### src/hw/rtl/tme_sat.sv
// signed saturating resize from one width to another
`default_nettype none

module tme_sat #(
  parameter int IW = 32,
  parameter int OW = 32
) (
  input  logic signed [IW-1:0] a_i,
  output logic signed [OW-1:0] y_o
);

  localparam int MW = (IW > OW) ? IW : OW;

  logic signed [MW-1:0] a_ext;
  logic signed [MW-1:0] lim_hi;
  logic signed [MW-1:0] lim_lo;

  assign a_ext  = MW'(a_i);
  assign lim_hi = MW'({1'b0, {(OW-1){1'b1}}});
  assign lim_lo = ~lim_hi;

  always_comb begin
    if (a_ext > lim_hi) begin
      y_o = lim_hi[OW-1:0];
    end else if (a_ext < lim_lo) begin
      y_o = lim_lo[OW-1:0];
    end else begin
      y_o = a_ext[OW-1:0];
    end
  end

endmodule

`default_nettype wire

### config.mk
export PLATFORM = sky130hd
export DESIGN_NAME = tme_sat
export DESIGN_NICKNAME = d
export VERILOG_FILES = /design/src/hw/rtl/tme_sat.sv
export SDC_FILE = /design/constraint.sdc
export NUM_CORES = 1
export LEC_CHECK = 0
export BUFFER_PORTS_ARGS = -buffer_cell sky130_fd_sc_hd__buf_2
export CAP_MARGIN = 5
export CORE_AREA = 2 2 39 41
export DETAILED_ROUTE_END_ITERATION = 10
export DIE_AREA = 0 0 41 43
export GPL_ROUTABILITY_DRIVEN = 1
export GPL_TIMING_DRIVEN = 0
export PLACE_DENSITY = 0.63
export SYNTH_ARGS = -nofsm -noshare
export SYNTH_HDL_FRONTEND = slang
export SYNTH_SLANG_ARGS = --single-unit
export TNS_END_PERCENT = 1
### constraint.sdc
create_clock -name vclk -period 0.8
set_input_delay 0.04 -clock vclk [all_inputs]
set_output_delay 0.04 -clock vclk [all_outputs]
set_load 0.02 [all_outputs]
======== Word level (Yosys, flattened, before mapping) ========
Cells that the tools add are included.
cells by class
  order comparisons ....................... 2
  multiplexer cells ....................... 2
operators with widths
  kind                                                 count
  32-bit 2-to-1 mux                                    2
  32-bit > comparator (second input constant)          1
  32-bit less-than comparator (second input constant)  1
storage, ports and cells
  bits in registers ....................... 0
  bits of input ports ..................... 32
  output and inout port bits .............. 32

======== Depth between registers and ports, before layout ========
  depth after elaboration ................. 3
  mapped depth ............................ 1
  depth with buffers taken out ............ 0

======== Worst setup path before layout ========
No wires, ideal clock.
  path type ............................... input-to-output
  start point ............................. input a_i[0]
  end point ............................... output y_o[0]
  arrival ................................. 0.241 ns
  required time ........................... 0.760 ns
  slack ................................... 0.519 ns
  stages on the path ...................... 1
  cells stage by stage .................... clkbuf_1
on the way
  word-level cells in the longest chain between the ends .. 3
  elaborated cells on any way between the ends .. 4
  classes of those cells .................. 2 x order compare; 2 x mux
ends and longest elaborated chain
  item                         line  text
  from (decl)                  8     input logic signed [IW-1:0] a_i,
  32-bit less-than comparator  25    end else if (a_ext < lim_lo) begin
  32-bit 2-to-1 mux            25
  32-bit 2-to-1 mux *          23    if (a_ext > lim_hi) begin
  to (decl)                    9     output logic signed [OW-1:0] y_o
Every way passes the cells marked *; elsewhere a longest branch is shown, timed or not.

======== Worst setup path in the final report ========
Same ends and word-level chain as after synthesis.

==> results.json <==
{
  "crit_path_cell_trace": "clkbuf_1 -> buf_2",
  "layout_setup_ws_ns": 0.503,
  "regArea_um2": 0,
  "remaining_drc_errors": 0,
  "initial_core_util_pct": 8.68,
  "finalWirelength_um": 459,
  "vias": 254,
  "io_pins": 64,
  "crit_path_start_kind": "input pin",
  "ant_nets": 0,
  "overflow": 0,
  "rsz0062_at_grt": "false",
  "clkbuf_count": 0,
  "synth_top_area_share_pct": 100,
  "timing.critical_path.from": "a_i[0]",
  "cp-end-kind": "primary output",
  "pre_cts_ws_ns": 0.501,
  "ctsResizeCount": 0,
  "seq_area_frac_synth_pct": 0,
  "p_leak_nw": 0.164,
  "cp.arrival_ns": 0.26,
  "clock.fmax_mhz": 3370,
  "postCtsSetupBuffers": 0,
  "cp.depth": 2,
  "ys.warnings.count": 0,
  "grt_max_degree": 2,
  "period_minus_slack_ns": 0.297,
  "hold_viol_final": 0,
  "port_buffers": 32,
  "synth_top_cell_by_area": "clkbuf_1",
  "synthTopCellsByArea": "clkbuf_1",
  "rows": 14,
  "tns_ns": 0,
  "drtPass1Iterations": 1,
  "slew_viol_final": 0,
  "fin_nets": 98,
  "path_buf_inv": 2,
  "critical-path-slowest-cell": "buf_2",
  "syn2layout_area_growth_pct": 150,
  "gp_congestion": 0.536,
  "crit_path_max_fanout": 1,
  "path_class": "in -> out",
  "synth.avg_cell_area_um2": 3.75,
  "vias_per_cell": 3.18,
  "path_delay_family": "buffers and inverters",
  "fin_crit_sh_pct": 37.1,
  "yosysUniqueCellTypes": 1,
  "die_area_um2": 1760,
  "setup_viol": 0,
  "maxCapViolCount": 0,
  "core_um2": 1380,
  "seq_cells": 0,
  "final_cell_mix": "clkbuf_1, buf_2",
  "grt_first_pass_wirelength_um": 317,
  "antenna_found_initial": 0,
  "max-vdd-ir-drop_mv": 0.160,
  "die_w_um": 41,
  "hold_path_class": "in -> out",
  "multi_input_cells": 0,
  "outcome": "complete, no violations",
  "crit_end": "y_o[0]",
  "synthCells": 32,
  "postCtsHoldBufs": 0,
  "synth_nets": 64,
  "slew_headroom_pct": 92.7,
  "grt_pass1_vias": 89,
  "crit_required_ns": 0.76,
  "worstMarginPinSlew_ns": 0.110,
  "drt_iter0_markers": 0,
  "drive_gt1_share_pct": 50.0,
  "synthesis.area_um2": 120,
  "die_h_um": 43,
  "grt_use_total_pct": 2.30,
  "powerDensity_nw_per_um2": 797,
  "multi_input_area_um2": 0,
  "wl_per_cell_um": 5.74,
  "diodes": 0,
  "slowest_delay_ns": 0.15
}
==> layout make-up <==
| type | instances | area (µm²) |
|---|---|---|
| plain buffers | 32 | 120 |
| repair buffers | 32 | 160 |
| fillers | 166 | 1080 |
| well taps | 16 | 20.0 |
==> worst min path at each step <==
stage / from / end / slack (ns) / cells after the start
CTS: a_i[17] / y_o[17] / 0.29 / 2
floorplan: a_i[0] / y_o[0] / 0.22 / 1
detailed placement: a_i[12] / y_o[12] / 0.29 / 2
global route: a_i[16] / y_o[16] / 0.29 / 2
global placement: a_i[3] / y_o[3] / 0.29 / 2
finish: a_i[10] / y_o[10] / 0.29 / 2
==> routing by layer <==
layer / vias up / routed length (µm) / GRT usage [%]
li1: 128 / - / -
met2: 38 / 211 / 5.00
met4: 0 / 0 / 0
met3: 0 / 141 / 0
met1: 88 / 106 / 2.22
met5: - / 0 / 0
==> synthesized netlist by cell type <==
master,instances
clkbuf_1,32
==> power by group <==
| part | internal, mW | switching [mW] | total (mW) |
|---|---|---|---|
| sequential | 0 | 0 | 0 |
| combinational | 0.0907 | 0.149 | 0.239 |
| clock | 0 | 0 | 0 |
==> cell families (layout without fill, tap and decap cells) <==
logic type,after synthesis,count (layout),synth area share [%]
buffers and inverters,32,64,100
==> through the flow <==
stage,power [mW],hold WS (ns),instances,instance area [µm²],utilization (%)
final,0.239,0.289,80,300,21.7
after global routing,0.258,0.293,80,300,21.7
after CTS,0.241,0.289,80,300,21.7
after detailed placement,0.240,0.286,80,300,21.7
after global placement,0.240,0.288,80,300,21.7
after floorplan,0.164,0.224,32,120,-
Power figures use the tool's default switching activity.
